File: src/hdl/mawcb_pkg.sv
// Package: mode codes, register map and reset values for the mode arbiter.
`timescale 1ns / 1ps
package mawcb_pkg;

	localparam int unsigned NUM_MODES  = 3;
	localparam int unsigned TIME_W     = 40;
	localparam int unsigned TOTAL_W    = 32;
	localparam int unsigned MODE_W     = 2;
	localparam int unsigned APB_DATA_W = 32;
	localparam int unsigned APB_ADDR_W = 3;

	typedef enum logic [MODE_W-1:0] {
		MODE_MOVE   = 2'd0,
		MODE_ATTACK = 2'd1,
		MODE_DEFEND = 2'd2
	} mode_t;

	// Register index, taken from paddr[2]
	typedef enum logic {
		REG_COOLDOWN = 1'b0,
		REG_LIMIT    = 1'b1
	} reg_idx_t;

	localparam logic [TOTAL_W-1:0] COOLDOWN_RST = 32'd5000;
	localparam logic [TOTAL_W-1:0] LIMIT_RST    = 32'd180000;

	// Code three has no meaning: treat as defend
	function automatic mode_t clamp_mode(input logic [MODE_W-1:0] m);
		mode_t r;
		case (m)
			MODE_MOVE:   r = MODE_MOVE;
			MODE_ATTACK: r = MODE_ATTACK;
			default:     r = MODE_DEFEND;
		endcase
		return r;
	endfunction

endpackage

File: src/hdl/mawcb_tick_if.sv
// Interface: input tick channel (timestamp, requested mode, running flag).
`timescale 1ns / 1ps
interface mawcb_tick_if;
	import mawcb_pkg::*;

	logic                valid;
	logic                ready;
	logic [TIME_W-1:0]   now_ms;
	logic [MODE_W-1:0]   want_mode;
	logic                live;

	modport source (output valid, output now_ms, output want_mode,
		output live, input ready);
	modport sink (input valid, input now_ms, input want_mode,
		input live, output ready);
endinterface

File: src/hdl/mawcb_grant_if.sv
// Interface: result channel (granted mode, switch flag).
`timescale 1ns / 1ps
interface mawcb_grant_if;
	import mawcb_pkg::*;

	logic                valid;
	logic                ready;
	logic [MODE_W-1:0]   granted_mode;
	logic                switched;

	modport source (output valid, output granted_mode, output switched, input ready);
	modport sink (input valid, input granted_mode, input switched, output ready);
endinterface

File: src/hdl/mode_arbiter_with_cooldown_and_budget_top.sv
// Mode arbiter with switch cooldown and per-mode usage budget.
//
// Usage:
//   tick  (sink):   one word per timestamp: now_ms, want_mode, live (match running).
//   grant (source): one word per tick: granted_mode and switched.
//   APB:            register 0 at 0x0 is cooldown_ms (reset 5000), register 1
//                   at 0x4 is usage_limit_ms (reset 180000). Write only while idle.
// Latency: the grant word for a tick is valid the cycle after the tick is taken
//   when no older grant waits in the buffer.
// Throughput: one tick per cycle unless stalled. The whole update (elapsed time,
//   saturating budget add, limit compares, mode pick and cooldown check) is one
//   combinational pass from the arbiter state registers back into themselves.
// Stall: results sit in a two-word buffer (head plus skid); tick.ready drops
//   only when both words are full, so a tick is still taken while one grant
//   waits for the receiver.
// Reset: arst_n clears the session flag, the active mode (move), both
//   buffer slots and restores the register defaults. The first tick after
//   reset opens a new session, so the timers need no reset value.
`timescale 1ns / 1ps
module mode_arbiter_with_cooldown_and_budget_top (
	input  logic                              clk,
	input  logic                              arst_n,
	mawcb_tick_if.sink                        tick,
	mawcb_grant_if.source                     grant,
	input  logic                              psel,
	input  logic                              penable,
	input  logic                              pwrite,
	input  logic [mawcb_pkg::APB_ADDR_W-1:0]  paddr,
	input  logic [mawcb_pkg::APB_DATA_W-1:0]  pwdata,
	output logic [mawcb_pkg::APB_DATA_W-1:0]  prdata,
	output logic                              pready
);
	import mawcb_pkg::*;

	// Configuration registers
	logic [TOTAL_W-1:0] cooldown_q;
	logic [TOTAL_W-1:0] limit_q;
	reg_idx_t           reg_sel;

	// Arbiter state
	logic               started_q;
	logic               was_running_q;
	mode_t              cur_q;
	logic [TIME_W-1:0]  last_upd_q;
	logic [TIME_W:0]    last_sw_q;     // signed, two's complement
	logic [TOTAL_W-1:0] tot_q [NUM_MODES];

	// Output buffer
	logic               head_valid_q;
	mode_t              head_mode_q;
	logic               head_sw_q;
	logic               skid_valid_q;
	mode_t              skid_mode_q;
	logic               skid_sw_q;

	// Combinational update
	logic               accept;
	logic               pop;
	logic               sess;
	mode_t              req;
	mode_t              mode_a;
	logic [TIME_W-1:0]  now;
	logic               step_neg;
	logic [TIME_W-1:0]  step;
	logic [TOTAL_W:0]   add_sum;
	logic               add_sat;
	logic [TOTAL_W-1:0] tot_n [NUM_MODES];
	logic [NUM_MODES-1:0] free;
	logic [TIME_W:0]    last_sw_a;
	logic [TIME_W:0]    last_sw_n;
	logic [TIME_W+1:0]  since;
	logic               cool_ok;
	mode_t              res;
	logic               sw;

	// APB: always ready, decode on paddr[2]
	assign pready  = 1'b1;
	assign reg_sel = reg_idx_t'(paddr[2]);

	always_comb begin
		case (reg_sel)
			REG_COOLDOWN: prdata = cooldown_q;
			REG_LIMIT:    prdata = limit_q;
			default:      prdata = cooldown_q;
		endcase
	end

	always_ff @(posedge clk or negedge arst_n) begin
		if (!arst_n) begin
			cooldown_q <= COOLDOWN_RST;
			limit_q    <= LIMIT_RST;
		end else if (psel && penable && pwrite && pready) begin
			case (reg_sel)
				REG_COOLDOWN: cooldown_q <= pwdata;
				REG_LIMIT:    limit_q    <= pwdata;
				default:      ;
			endcase
		end
	end

	// Handshakes: take a tick unless the skid slot is occupied
	assign tick.ready = !skid_valid_q;
	assign accept     = tick.valid && tick.ready;
	assign pop        = head_valid_q && grant.ready;

	always_comb begin
		now  = tick.now_ms;
		req  = clamp_mode(tick.want_mode);
		// New session on first tick or on a rise of the running flag
		sess = !started_q || (!was_running_q && tick.live);

		// Elapsed time, clamped at zero when time runs backwards
		step_neg = now < last_upd_q;
		step     = now - last_upd_q;
		add_sum  = {1'b0, tot_q[cur_q]} + {1'b0, step[TOTAL_W-1:0]};
		add_sat  = (|step[TIME_W-1:TOTAL_W]) || add_sum[TOTAL_W];

		for (int i = 0; i < NUM_MODES; i++) begin
			if (sess) begin
				tot_n[i] = '0;
			end else if (was_running_q && !step_neg && (cur_q == mode_t'(i))) begin
				tot_n[i] = add_sat ? '1 : add_sum[TOTAL_W-1:0];
			end else begin
				tot_n[i] = tot_q[i];
			end
			free[i] = tot_n[i] < limit_q;
		end

		mode_a    = sess ? MODE_MOVE : cur_q;
		// Session start backdates the last switch so a switch is allowed at once
		last_sw_a = sess ? ({1'b0, now} - {{(TIME_W+1-TOTAL_W){1'b0}}, cooldown_q})
		                 : last_sw_q;
		since     = {2'b00, now} - {last_sw_a[TIME_W], last_sw_a};
		cool_ok   = !since[TIME_W+1] &&
		            (since[TIME_W:0] >= {{(TIME_W+1-TOTAL_W){1'b0}}, cooldown_q});

		if (!free[mode_a]) begin
			// Active mode spent: first free of requested/move/attack/defend, else move
			if (free[req]) begin
				res = req;
			end else if (free[MODE_MOVE]) begin
				res = MODE_MOVE;
			end else if (free[MODE_ATTACK]) begin
				res = MODE_ATTACK;
			end else if (free[MODE_DEFEND]) begin
				res = MODE_DEFEND;
			end else begin
				res = MODE_MOVE;
			end
		end else if (free[req] && (req != mode_a) && cool_ok) begin
			res = req;
		end else begin
			res = mode_a;
		end

		sw        = res != cur_q;
		last_sw_n = (res != mode_a) ? {1'b0, now} : last_sw_a;
	end

	// Control state
	always_ff @(posedge clk or negedge arst_n) begin
		if (!arst_n) begin
			started_q     <= 1'b0;
			was_running_q <= 1'b0;
			cur_q         <= MODE_MOVE;
		end else if (accept) begin
			started_q     <= 1'b1;
			was_running_q <= tick.live;
			cur_q         <= res;
		end
	end

	// Timers and totals: a fresh session overwrites them, no reset needed
	always_ff @(posedge clk) begin
		if (accept) begin
			last_upd_q <= now;
			last_sw_q  <= last_sw_n;
			for (int i = 0; i < NUM_MODES; i++) begin
				tot_q[i] <= tot_n[i];
			end
		end
	end

	// Two-word result buffer: head drives the port, skid holds the overflow word
	always_ff @(posedge clk or negedge arst_n) begin
		if (!arst_n) begin
			head_valid_q <= 1'b0;
			skid_valid_q <= 1'b0;
		end else if (pop) begin
			if (skid_valid_q) begin
				head_valid_q <= 1'b1;
				skid_valid_q <= 1'b0;
			end else begin
				head_valid_q <= accept;
			end
		end else if (accept) begin
			if (!head_valid_q) begin
				head_valid_q <= 1'b1;
			end else begin
				skid_valid_q <= 1'b1;
			end
		end
	end

	always_ff @(posedge clk) begin
		if (pop) begin
			if (skid_valid_q) begin
				head_mode_q <= skid_mode_q;
				head_sw_q   <= skid_sw_q;
			end else begin
				head_mode_q <= res;
				head_sw_q   <= sw;
			end
		end else if (accept) begin
			if (!head_valid_q) begin
				head_mode_q <= res;
				head_sw_q   <= sw;
			end else begin
				skid_mode_q <= res;
				skid_sw_q   <= sw;
			end
		end
	end

	assign grant.valid        = head_valid_q;
	assign grant.granted_mode = head_mode_q;
	assign grant.switched     = head_sw_q;

endmodule

File: src/flat_wrapper.sv
// flat-port wrapper written by rule: the top's interface ports become plain ports
module mode_arbiter_with_cooldown_and_budget_top_flat import mawcb_pkg::*;
  (clk, arst_n, psel, penable, pwrite, paddr, pwdata, prdata, pready, tick_valid, tick_now_ms, tick_want_mode, tick_live, tick_ready, grant_valid, grant_granted_mode, grant_switched, grant_ready);
  mawcb_tick_if tick_i ();
  mawcb_grant_if grant_i ();
  input  logic clk;
  input  logic arst_n;
  input  logic psel;
  input  logic penable;
  input  logic pwrite;
  input  logic [mawcb_pkg::APB_ADDR_W-1:0] paddr;
  input  logic [mawcb_pkg::APB_DATA_W-1:0] pwdata;
  output logic [mawcb_pkg::APB_DATA_W-1:0] prdata;
  output logic pready;
  input wire logic [$bits(tick_i.valid)-1:0] tick_valid;
  input wire logic [$bits(tick_i.now_ms)-1:0] tick_now_ms;
  input wire logic [$bits(tick_i.want_mode)-1:0] tick_want_mode;
  input wire logic [$bits(tick_i.live)-1:0] tick_live;
  output wire logic [$bits(tick_i.ready)-1:0] tick_ready;
  output wire logic [$bits(grant_i.valid)-1:0] grant_valid;
  output wire logic [$bits(grant_i.granted_mode)-1:0] grant_granted_mode;
  output wire logic [$bits(grant_i.switched)-1:0] grant_switched;
  input wire logic [$bits(grant_i.ready)-1:0] grant_ready;
  assign tick_i.valid = tick_valid;
  assign tick_i.now_ms = tick_now_ms;
  assign tick_i.want_mode = tick_want_mode;
  assign tick_i.live = tick_live;
  assign tick_ready = tick_i.ready;
  assign grant_valid = grant_i.valid;
  assign grant_granted_mode = grant_i.granted_mode;
  assign grant_switched = grant_i.switched;
  assign grant_i.ready = grant_ready;
  mode_arbiter_with_cooldown_and_budget_top u_core (.clk(clk), .arst_n(arst_n), .tick(tick_i), .grant(grant_i), .psel(psel), .penable(penable), .pwrite(pwrite), .paddr(paddr), .pwdata(pwdata), .prdata(prdata), .pready(pready));
endmodule
File: config.mk
export PLATFORM = sky130hd
export DESIGN_NAME = mode_arbiter_with_cooldown_and_budget_top_flat
export DESIGN_NICKNAME = d
export VERILOG_FILES = /design/src/hdl/mawcb_pkg.sv /design/src/hdl/mawcb_tick_if.sv /design/src/hdl/mawcb_grant_if.sv /design/src/hdl/mode_arbiter_with_cooldown_and_budget_top.sv /design/src/flat_wrapper.sv
export SDC_FILE = /design/constraint.sdc
export NUM_CORES = 1
export LEC_CHECK = 0
export ABC_CLOCK_PERIOD_IN_PS = 9800
export BUFFER_PORTS_ARGS = -buffer_cell sky130_fd_sc_hd__buf_2
export CORE_MARGIN = 8
export CORE_UTILIZATION = 52
export CTS_CLUSTER_DIAMETER = 60
export CTS_CLUSTER_SIZE = 30
export DETAILED_ROUTE_END_ITERATION = 7
export PLACE_DENSITY = 0.73
export REMOVE_ABC_BUFFERS = 1
export SLEW_MARGIN = 20
export SYNTH_ARGS = -nofsm -noshare
export SYNTH_HDL_FRONTEND = slang
export SYNTH_SLANG_ARGS = --single-unit
export TNS_END_PERCENT = 5
File: constraint.sdc
create_clock -name clk -period 9.8 [get_ports clk]
set_input_delay 0.98 -clock clk [delete_from_list [all_inputs] [get_ports clk]]
set_output_delay 0.98 -clock clk [all_outputs]
set_load 0.01 [all_outputs]
Word level (Yosys, flattened, before mapping)
Memory sizes are Yosys's and may differ from the RTL's.
Index checks and enable logic that the tools add are counted.

operators by class
  eq/ne operators = 7
  order comparisons = 7
  add/sub/neg operators = 4
  bitwise gates (word level) = 2
  reductions and logical operators = 29
  mux-type cells = 38

operators by type and width
  operator                                             number
  two-way mux 32 bit                                   7
  < comparator 32 bit                                  3
  one-hot mux 32 bit (2 select lines)                  1
  subtractor 41 x 41 -> 42 bit                         1
  greater-or-equal comparator 41 x 32 -> 1 bit         1
  two-way mux 41 bit                                   1
  subtractor 40 x 32 -> 41 bit                         1
  < comparator 40 bit                                  1
  two-way mux 40 bit                                   1
  subtractor 40 bit                                    1
  adder 32 x 32 -> 33 bit                              1
  two-way mux 2 bit                                    11
  two-way mux 1 bit                                    14
  logical AND 1 bit                                    12
  AND reduction 2 bit                                  4
  OR reduction 8 bit                                   1
  < comparator 2 x 3 -> 1 bit, second input constant   2
  inequality test 2 bit                                3
  logical NOT 1 bit                                    5
  binary-select mux 1 bit (select 2 bit)               2
  equality test 2 x 1 -> 1 bit, second input constant  2
  logical NOT 2 bit                                    2
  one-hot mux 2 bit (2 select lines)                   1
  nonzero test 2 bit                                   2
  other kinds (5)                                      7

storage, ports and cells
  input bits = 85
  output and inout port bits = 38
  flip-flop bits (word level) = 157
  RAM bits = 96
  memories kept = 1

memory list
  name          depth  bits a word  read ports  clocked after Yosys merged registers in  wr ports  line                                             source
  u_core.tot_q  3      32           4           0                                        3         mode_arbiter_with_cooldown_and_budget_top.sv:46  logic [TOTAL_W-1:0] tot_q [NUM_MODES];

Depth between registers and ports, before layout
Gate-level depths: netlist of run 1.

  word-level depth = 17
  depth in mapped cells = 45

Worst setup path before layout of run 1
Ideal clock, no wire load.

  path kind = in2reg
  start point = in tick_now_ms[0]
  end point = reg u_core.last_sw_q[33], data pin
  data required time = 9.539 ns
  setup slack = 0.437 ns
  data arrival time = 9.102 ns
  stages = 42
  cell sequence = inv_1 > ha_1 > fa_1 > nor2b_1 > o31a_1 > a41oi_1 > o21ai_1 > nand2_1 > o21ai_0 > a21o_1 > a21oi_1 > xnor2_1 > ha_1 > nor2b_1 > o21ai_0 > a21oi_1 > o41ai_1 > nand2b_1 > [6 not listed] > nor2_1 > a211oi_1 > ha_1 > nand4_1 > nor2_1 > nand2_1 > or3_1 > or3_1 > or2_2 > a22oi_1 > nor3_1 > a2111o_1 > or4b_1 > nand3_2 > o311ai_4 > buf_6 > a21oi_1 > a21oi_1

RTL lines
  element                 line                                              source
  start: declaration      flat_wrapper.sv:16                                input wire logic [$bits(tick_i.now_ms)-1:0] tick_now_ms;
  end signal: assignment  mode_arbiter_with_cooldown_and_budget_top.sv:177  last_sw_q <= last_sw_n;
  end: declaration        mode_arbiter_with_cooldown_and_budget_top.sv:45   logic [TIME_W:0] last_sw_q;

==> results of run 1 <==
==> path summary, 6_finish.rpt <==
kind,from,end,slack (ns),cells past startpoint
worst max-delay path,tick_now_ms[0],u_core.last_sw_q[33],0.23,46
worst min-delay path,arst_n,u_core.limit_q[3],0.41,1
worst max register to register,u_core.last_upd_q[3],u_core.last_sw_q[33],0.46,40
worst min register to register,u_core.cooldown_q[10],u_core.cooldown_q[10],0.50,1
max in group asynchronous,arst_n,u_core.cur_q[1],8.79,1
min in group clk,u_core.cooldown_q[10],u_core.cooldown_q[10],0.50,1
==> through the flow <==
| step | power, mW | TNS (ns) | utilization [%] |
|---|---|---|---|
| floorplan | 5.47 | -155.93 | - |
| global placement | 7.00 | -8.45 | 58.1 |
| detailed placement | 7.18 | -13.25 | 58.1 |
| CTS | 8.44 | 0 | 60.6 |
| global route | 9.35 | -3.12 | 61.5 |
| finish | 8.76 | 0 | 61.5 |
==> worst max-delay path, delay by kind of cell <==
kind | cells | cell delay [ns]
compound gates | 13 | 2.70
xor+xnor | 1 | 0.17
fa+ha+maj | 4 | 1.09
buf+inv | 11 | 1.48
simple gates | 17 | 3.47
==> power groups by stage <==
stage	logic [mW]	registers (mW)	clock network, mW
2_1_floorplan	3.67	1.80	0
3_3_place_gp	5.21	1.79	0
3_5_place_dp	5.37	1.81	0
4_1_cts	5.41	1.79	1.24
5_1_grt	6.24	1.83	1.28
6_report	5.73	1.79	1.23
==> kinds of logic after synthesis <==
group                      count (synthesis)  synth area share (%)
and+or+nand+nor                          704                  14.9
AOI/OAI and AO/OA                        748                  21.6
DFF                                      253                  32.6
xor gates and xnor gates                 118                  4.64
muxes                                    138                  6.61
other                                      1                0.0169
adders and majority gates                273                  15.5
buffers and inverters                    234                  4.05
==> per-layer routing <==
layer | global-route usage, % | share of wire, %
met1 | 35.9 | 44
met2 | 43.5 | 45
met3 | 3.49 | 7.1
met4 | 8.09 | 3.4
met5 | 0 | 0
==> state kept, by name (all words and copies together) (netlist names) <==
name	flops
u_core.skid_sw_q	1
u_core.grant.switched	1
u_core.was_running_q	1
u_core.limit_q	32
u_core.cooldown_q	32
u_core.last_upd_q	40
u_core.grant.valid	1
u_core.skid_mode_q	2
u_core.cur_q	2
u_core.started_q	1
u_core.grant.granted_mode	2
u_core.skid_valid_q	1
u_core.last_sw_q	41
u_core.tot_q	96
==> layout make-up <==
cell class | instances | area, µm²
fillers | 3530 | 16200
multi-input cells | 1982 | 14300
flip-flops and latches | 253 | 7270
repair buffers | 298 | 2040
clock buffers | 30 | 729
well taps | 539 | 674
inverters | 148 | 561
clock inverters | 24 | 335
==> layout by cell type, fill, tap and decap left out, types with 31 or more instances in the layout <==
master       n
edfxtp_1   183
nand4_1     40
dfrtp_1     54
nor3_1      35
a21oi_1    190
nand2b_1    32
buf_2      117
mux2_2      71
a21o_1     107
nor2_1     249
mux2i_1     67
inv_1      147
nand2_1    177
ha_1       269
xor2_1      47
o21ai_0    176
a211oi_1    71
clkbuf_16   31
o21a_1      33
buf_4      171
xnor2_1     71
nor2b_1     35
==> repair_timing <==
action / CTS / global route
endpoints found under the hold margin: 0 / 0
resized for setup: 0 / 53
endpoints found under the setup margin: 0 / 44
buffers inserted: 0 / 9
hold buffers: 0 / 0
==> impl_results.md, run 1 <==
* Worst path max stage delay at 0.53 ns
* Count leader, synth: ha_1
* Worst Path Max Fanout at 17
* DP Area at 24500 µm²
* GP Congestion at 0.986
* Worst Path Class, Setup: input pin to flop
* Post-Place Cells at 3209
* Rows at 75
* H-tree depth at 1
* First-pass GRT wire length at 106000 µm
* Share of layout cells above drive strength 1 at 19.2%
* Longest Clk Path Bufs at 3
* DRC errors left at 0
* Slew Limit Headroom at 42.6%
* Pin count of the biggest net entering global routing at 77
* Switching Fraction at 45.4%
* Crit path required time at 10.14 ns
* Final Cycle Share at 97.7%
* TritonCTS buffer count at 29
* Status: completed
* Fin area at 25900 µm²
* Clk_lat worst skew at 0.62 ns
* Flops & latches, synth at 253
* Vias/cell at 6.18
* Max Clock Freq at 104 MHz
* Ys Warns at 0
* Fin. max-slew vios at 0
* CP Capture Type: flop
* Antenna violations before repair at 0
* Slew @ Worst Pin at 0.854 ns
* WL final at 70200 µm
* DRT Pass-1 Iters at 5
* Startpoint types: input pin
* Most frequent cells after synthesis: ha_1 (269), nor2_1 (257), a21oi_1 (197)
* Area leader, netlist: edfxtp_1
* I/O pin count at 123
* CP max-delay cell: or4b_4
* Post-synthesis sequential area ratio at 32.6%
* Cells after Synth at 2469
* Chip width at 223 µm
* Antenna diode count at 0
* Clock root cell: clkbuf_16
* Vias in the first global route at 19400
* Power density cells at 338 nW/µm²
* Post-synth EDFFs at 183
* Die Y-Extent at 223 µm
* Finished Layout Cells at 3274
* Worst vdd ir at 0.244 mV
* Placeable core area at 42100 µm²
* Initial core utilization at 52.8%
* Synth top area share at 24.7%
* CTS Sinks at 253
* WP data arrival at 9.91 ns
* Number of port buffers at 119
* Setup ws final at 0.227 ns
* Iter 0 DRT Violations at 1899
* Library cells used by synthesis at 86
* GRT Total Usage at 26.5%
* Hpwl dp at 53600 µm
* Clock Power Share at 14.0%
* Final Hold Viols at 0
* Fin nets at 3070
* Pint at 4.78 mW
* Synth-to-Final Area Change at 16.4%
* Static leakage at 11.5 nW
* Die area at 49700 µm²
* Post-detailed-route wirelength per cell at 21.4 µm
* MaxCap Viol Count at 0
* Clk_skew at 0.0418 ns
* Cell mode on critical path: buf_4
* Final min period at 9.57 ns
* Antenna violation net count after detailed routing at 0
* Endpoints failing setup at 0
* Hold WS at 0.406 ns
* Synth top area cells: edfxtp_1 (25%), ha_1 (15%), dfrtp_1 (6.3%)
* Comb pwr share at 65.5%
* Grt total ovfl at 0
* Switching power at 3.98 mW
* Via count at 20200
* Min-Delay Path Class: input pin to async pin
* Asr flop ratio synth at 27.7%
* Syn Std Cell Area at 22300 µm²
* RSZ-0062 raised after global routing: true
* Setup WS pre-CTS at -0.476 ns
* Clock Pin Slew Worst Setup and Hold Paths at 0.08 ns
* CTS tree: built
* Synth Flop Type: edfxtp_1
* Post-synthesis area per instance at 9.01 µm²
* Register share of total power at 20.5%
Note: power is estimated with default switching activity, not from simulation.
==> run 2: changes to the inputs <==
--- a/config.mk
+++ b/config.mk
@@ -6,13 +6,13 @@
 export NUM_CORES = 1
 export LEC_CHECK = 0
 export ABC_CLOCK_PERIOD_IN_PS = 9800
-export BUFFER_PORTS_ARGS = -buffer_cell sky130_fd_sc_hd__buf_2
 export CORE_MARGIN = 8
 export CORE_UTILIZATION = 52
 export CTS_CLUSTER_DIAMETER = 60
 export CTS_CLUSTER_SIZE = 30
 export DETAILED_ROUTE_END_ITERATION = 7
-export PLACE_DENSITY = 0.73
+export DONT_BUFFER_PORTS = 1
+export PLACE_DENSITY = 0.7
 export REMOVE_ABC_BUFFERS = 1
 export SLEW_MARGIN = 20
 export SYNTH_ARGS = -nofsm -noshare
==> run 2 against run 1 <==
Flip-flop and latch count did not move; routed wire length is 5.6% lower; register-to-register slack better by 0.06 ns; final cell count is 6.0% lower; worst hold slack worse by 0.34 ns; critical path depth decreased by 4; total power fell by 5.7%; worst setup slack better by 0.26 ns; sequential share of layout area increased by 1.5 points; clock power is essentially flat; sequential power about the same; via count is 4.9% lower; largest power group unchanged.
==> impl_results.md, run 2 (same netlist as run 1, synthesis figures left out) <==
* Worst r2r src: u_core.last_upd_q[1]
* Antenna violations before repair at 0 (unchanged)
* Clk_skew at 0.0248 ns (-0.0169 ns)
* Final Hold Viols at 0 (unchanged)
* WP data arrival at 9.65 ns (-0.26 ns)
* Share of layout cells above drive strength 1 at 11.6% (-7.6 points)
* GP Congestion at 0.947 (-4.0%)
* I/O pin count at 123 (unchanged)
* Endpoints failing setup at 0 (unchanged)
* Finished Layout Cells at 3077 (-6.0%)
* Post-Place Cells at 3019 (-5.9%)
* Power density cells at 336 nW/µm² (-0.52%)
* Antenna diode count at 0 (unchanged)
* Hpwl dp at 51800 µm (-3.3%)
* Clk_lat worst skew at 0.60 ns (-0.02 ns)
* Worst r2r path cells at 37 (-7.5%)
* Slew Limit Headroom at 36.4% (-6.2 points)
* Fin area at 24600 µm² (-5.2%)
* Post-detailed-route wirelength per cell at 21.5 µm (+0.40%)
* # hold bufs at CTS at 0 (unchanged)
* Register area at 7270 µm² (unchanged)
* Cell mode on critical path: buf_4
* Max Clock Freq at 107 MHz (+2.8%)
* Crit path required time at 10.13 ns (about the same)
* MaxCap Viol Count at 0 (unchanged)
* Worst Path Buf+Inv at 6 (-5)
* DRT Pass-1 Iters at 5 (unchanged)
* DP Area at 23400 µm² (-4.6%)
* Vias in the first global route at 18600 (-4.3%)
* Clock Pin Slew Worst Setup and Hold Paths at 0.08 ns (about the same)
* Chip width at 223 µm (unchanged)
* Most common cell after layout, fill and taps aside: ha_1
* Total design power at 8.26 mW (-5.7%)
* DRC errors left at 0 (unchanged)
* Vias/cell at 6.25 (+1.2%)
* Utilization after layout at 58.3% (-3.2 points)
* Longest Clk Path Bufs at 3 (unchanged)
* Final min period at 9.32 ns (-0.257 ns)
* Clock root cell: clkbuf_16
* Grt total ovfl at 0 (unchanged)
* Min-Delay Path Class: input pin to async pin
* Setup ws final at 0.484 ns (+0.257 ns)
* Antenna violation net count after detailed routing at 0 (unchanged)
* Worst vdd ir at 0.239 mV (-1.8%)
* Commonest cells after routing, fill and taps aside: ha_1 (269), nor2_1 (254), a21oi_1 (197)
* H-tree depth at 1 (unchanged)
* Crit path max-delay family: simple AND/OR/NAND/NOR gates
* Synth-to-Final Area Change at 10.4%
* Worst path max stage delay at 0.54 ns (about the same)
* Number of port buffers at 0 (-100%)
* WL final at 66200 µm (-5.6%)
* TNS Setup at 0 ns (unchanged)
* Status: completed
* Initial core utilization at 52.8% (unchanged)
* Iter 0 DRT Violations at 1741 (-8.3%)
* Area of the multi-input gates at 14100 µm² (-1.1%)
* Filler instances at 3621 (+2.6%)
* Die area at 49700 µm² (unchanged)
* Via count at 19200 (-4.9%)
* CP Capture Type: flop
* Worst Path Max Fanout at 24 (+7)
* Hold WS at 0.0705 ns (-0.336 ns)
* Static leakage at 10.6 nW (-7.8%)
* Rows at 75 (unchanged)
* CTS tree: built
* Fin. max-slew vios at 0 (unchanged)
* Slew @ Worst Pin at 0.954 ns (+0.0996 ns)
* Fin nets at 2872 (-6.4%)
* Die Y-Extent at 223 µm (unchanged)
* GRT Total Usage at 25.6% (-0.88 points)
* Worst R2R Setup Slack at 0.52 ns (+0.06 ns)
* Reg-to-reg endpoint: u_core.last_sw_q[37]
* CTS Sinks at 253 (unchanged)
* Pin count of the biggest net entering global routing at 90 (+17%)
* Biggest registers after layout: u_core.tot_q (96), u_core.last_sw_q (41), u_core.last_upd_q (40)
* Placeable core area at 42100 µm² (unchanged)
* Worst Path Class, Setup: input pin to flop
* CP max-delay cell: or4b_1
* TritonCTS buffer count at 30 (+3.4%)
* Startpoint types: input pin
* Setup WS pre-CTS at -0.142 ns (+0.334 ns)
* First-pass GRT wire length at 103000 µm (-3.3%)
* Largest Register: u_core.tot_q
* Largest register FFs at 96 (unchanged)
* Final Cycle Share at 95.1% (-2.6 points)
[run 2: cell types whose count changed in the layout (fill, tap and decap cells not counted), sizes merged]
cell and change:
inv -5, clkbuf +2, bufinv -3, clkinv +5, buf -196
[run 2: cell type report]
| class | count | share of cell area, % |
|---|---|---|
| flip-flops and latches | 253 | 29.6 |
| repair buffers | 99 | 3.18 |
| clock buffers | 35 | 3.42 |
| multi-input cells | 1982 | 57.6 |
| inverters | 148 | 2.28 |
| well taps | 539 | 2.75 |
| clock inverters | 21 | 1.17 |
[run 2: metal layers]
layer	global-route usage, %	vias to the layer above	part of all wire (%)
met4	8.90	0	3.3
met2	41.8	634	45
li1	-	9248	-
met1	34.1	9218	44
met3	4.09	129	7.0
met5	0	-	0
[run 2: worst max-delay path by stage]
| stage | start | endpoint | slack, ns | depth (start not counted) |
|---|---|---|---|---|
| final | tick_now_ms[0] | u_core.last_sw_q[37] | 0.48 | 42 |
| after global routing | tick_now_ms[0] | u_core.last_sw_q[35] | -0.02 | 48 |
| after CTS | tick_now_ms[0] | u_core.last_sw_q[31] | 0.43 | 42 |
| after detailed placement | tick_now_ms[0] | u_core.last_sw_q[37] | -0.14 | 42 |
| after global placement | tick_now_ms[0] | u_core.last_sw_q[0] | -0.12 | 46 |
| after floorplan | tick_live | u_core.last_sw_q[0] | -3.66 | 31 |
[run 2: worst register-to-register path: cells and delay by family, from the launching register on]
kind	cells	cell delay, ns
xor+xnor	1	0.16
fa+ha+maj	3	0.86
simple gates	15	3.75
flops	1	0.42
buf+inv	5	0.84
compound gates	13	2.99
[run 2: power by group]
group	total, mW	internal [mW]	switching [mW]
clock network	1.24	0.680	0.559
registers	1.81	1.62	0.184
logic	5.21	2.19	3.02
[run 2: what timing repair did]
action,in CTS,in global routing
buffers inserted,0,2
resized for setup,0,15
setup endpoints to repair,0,42
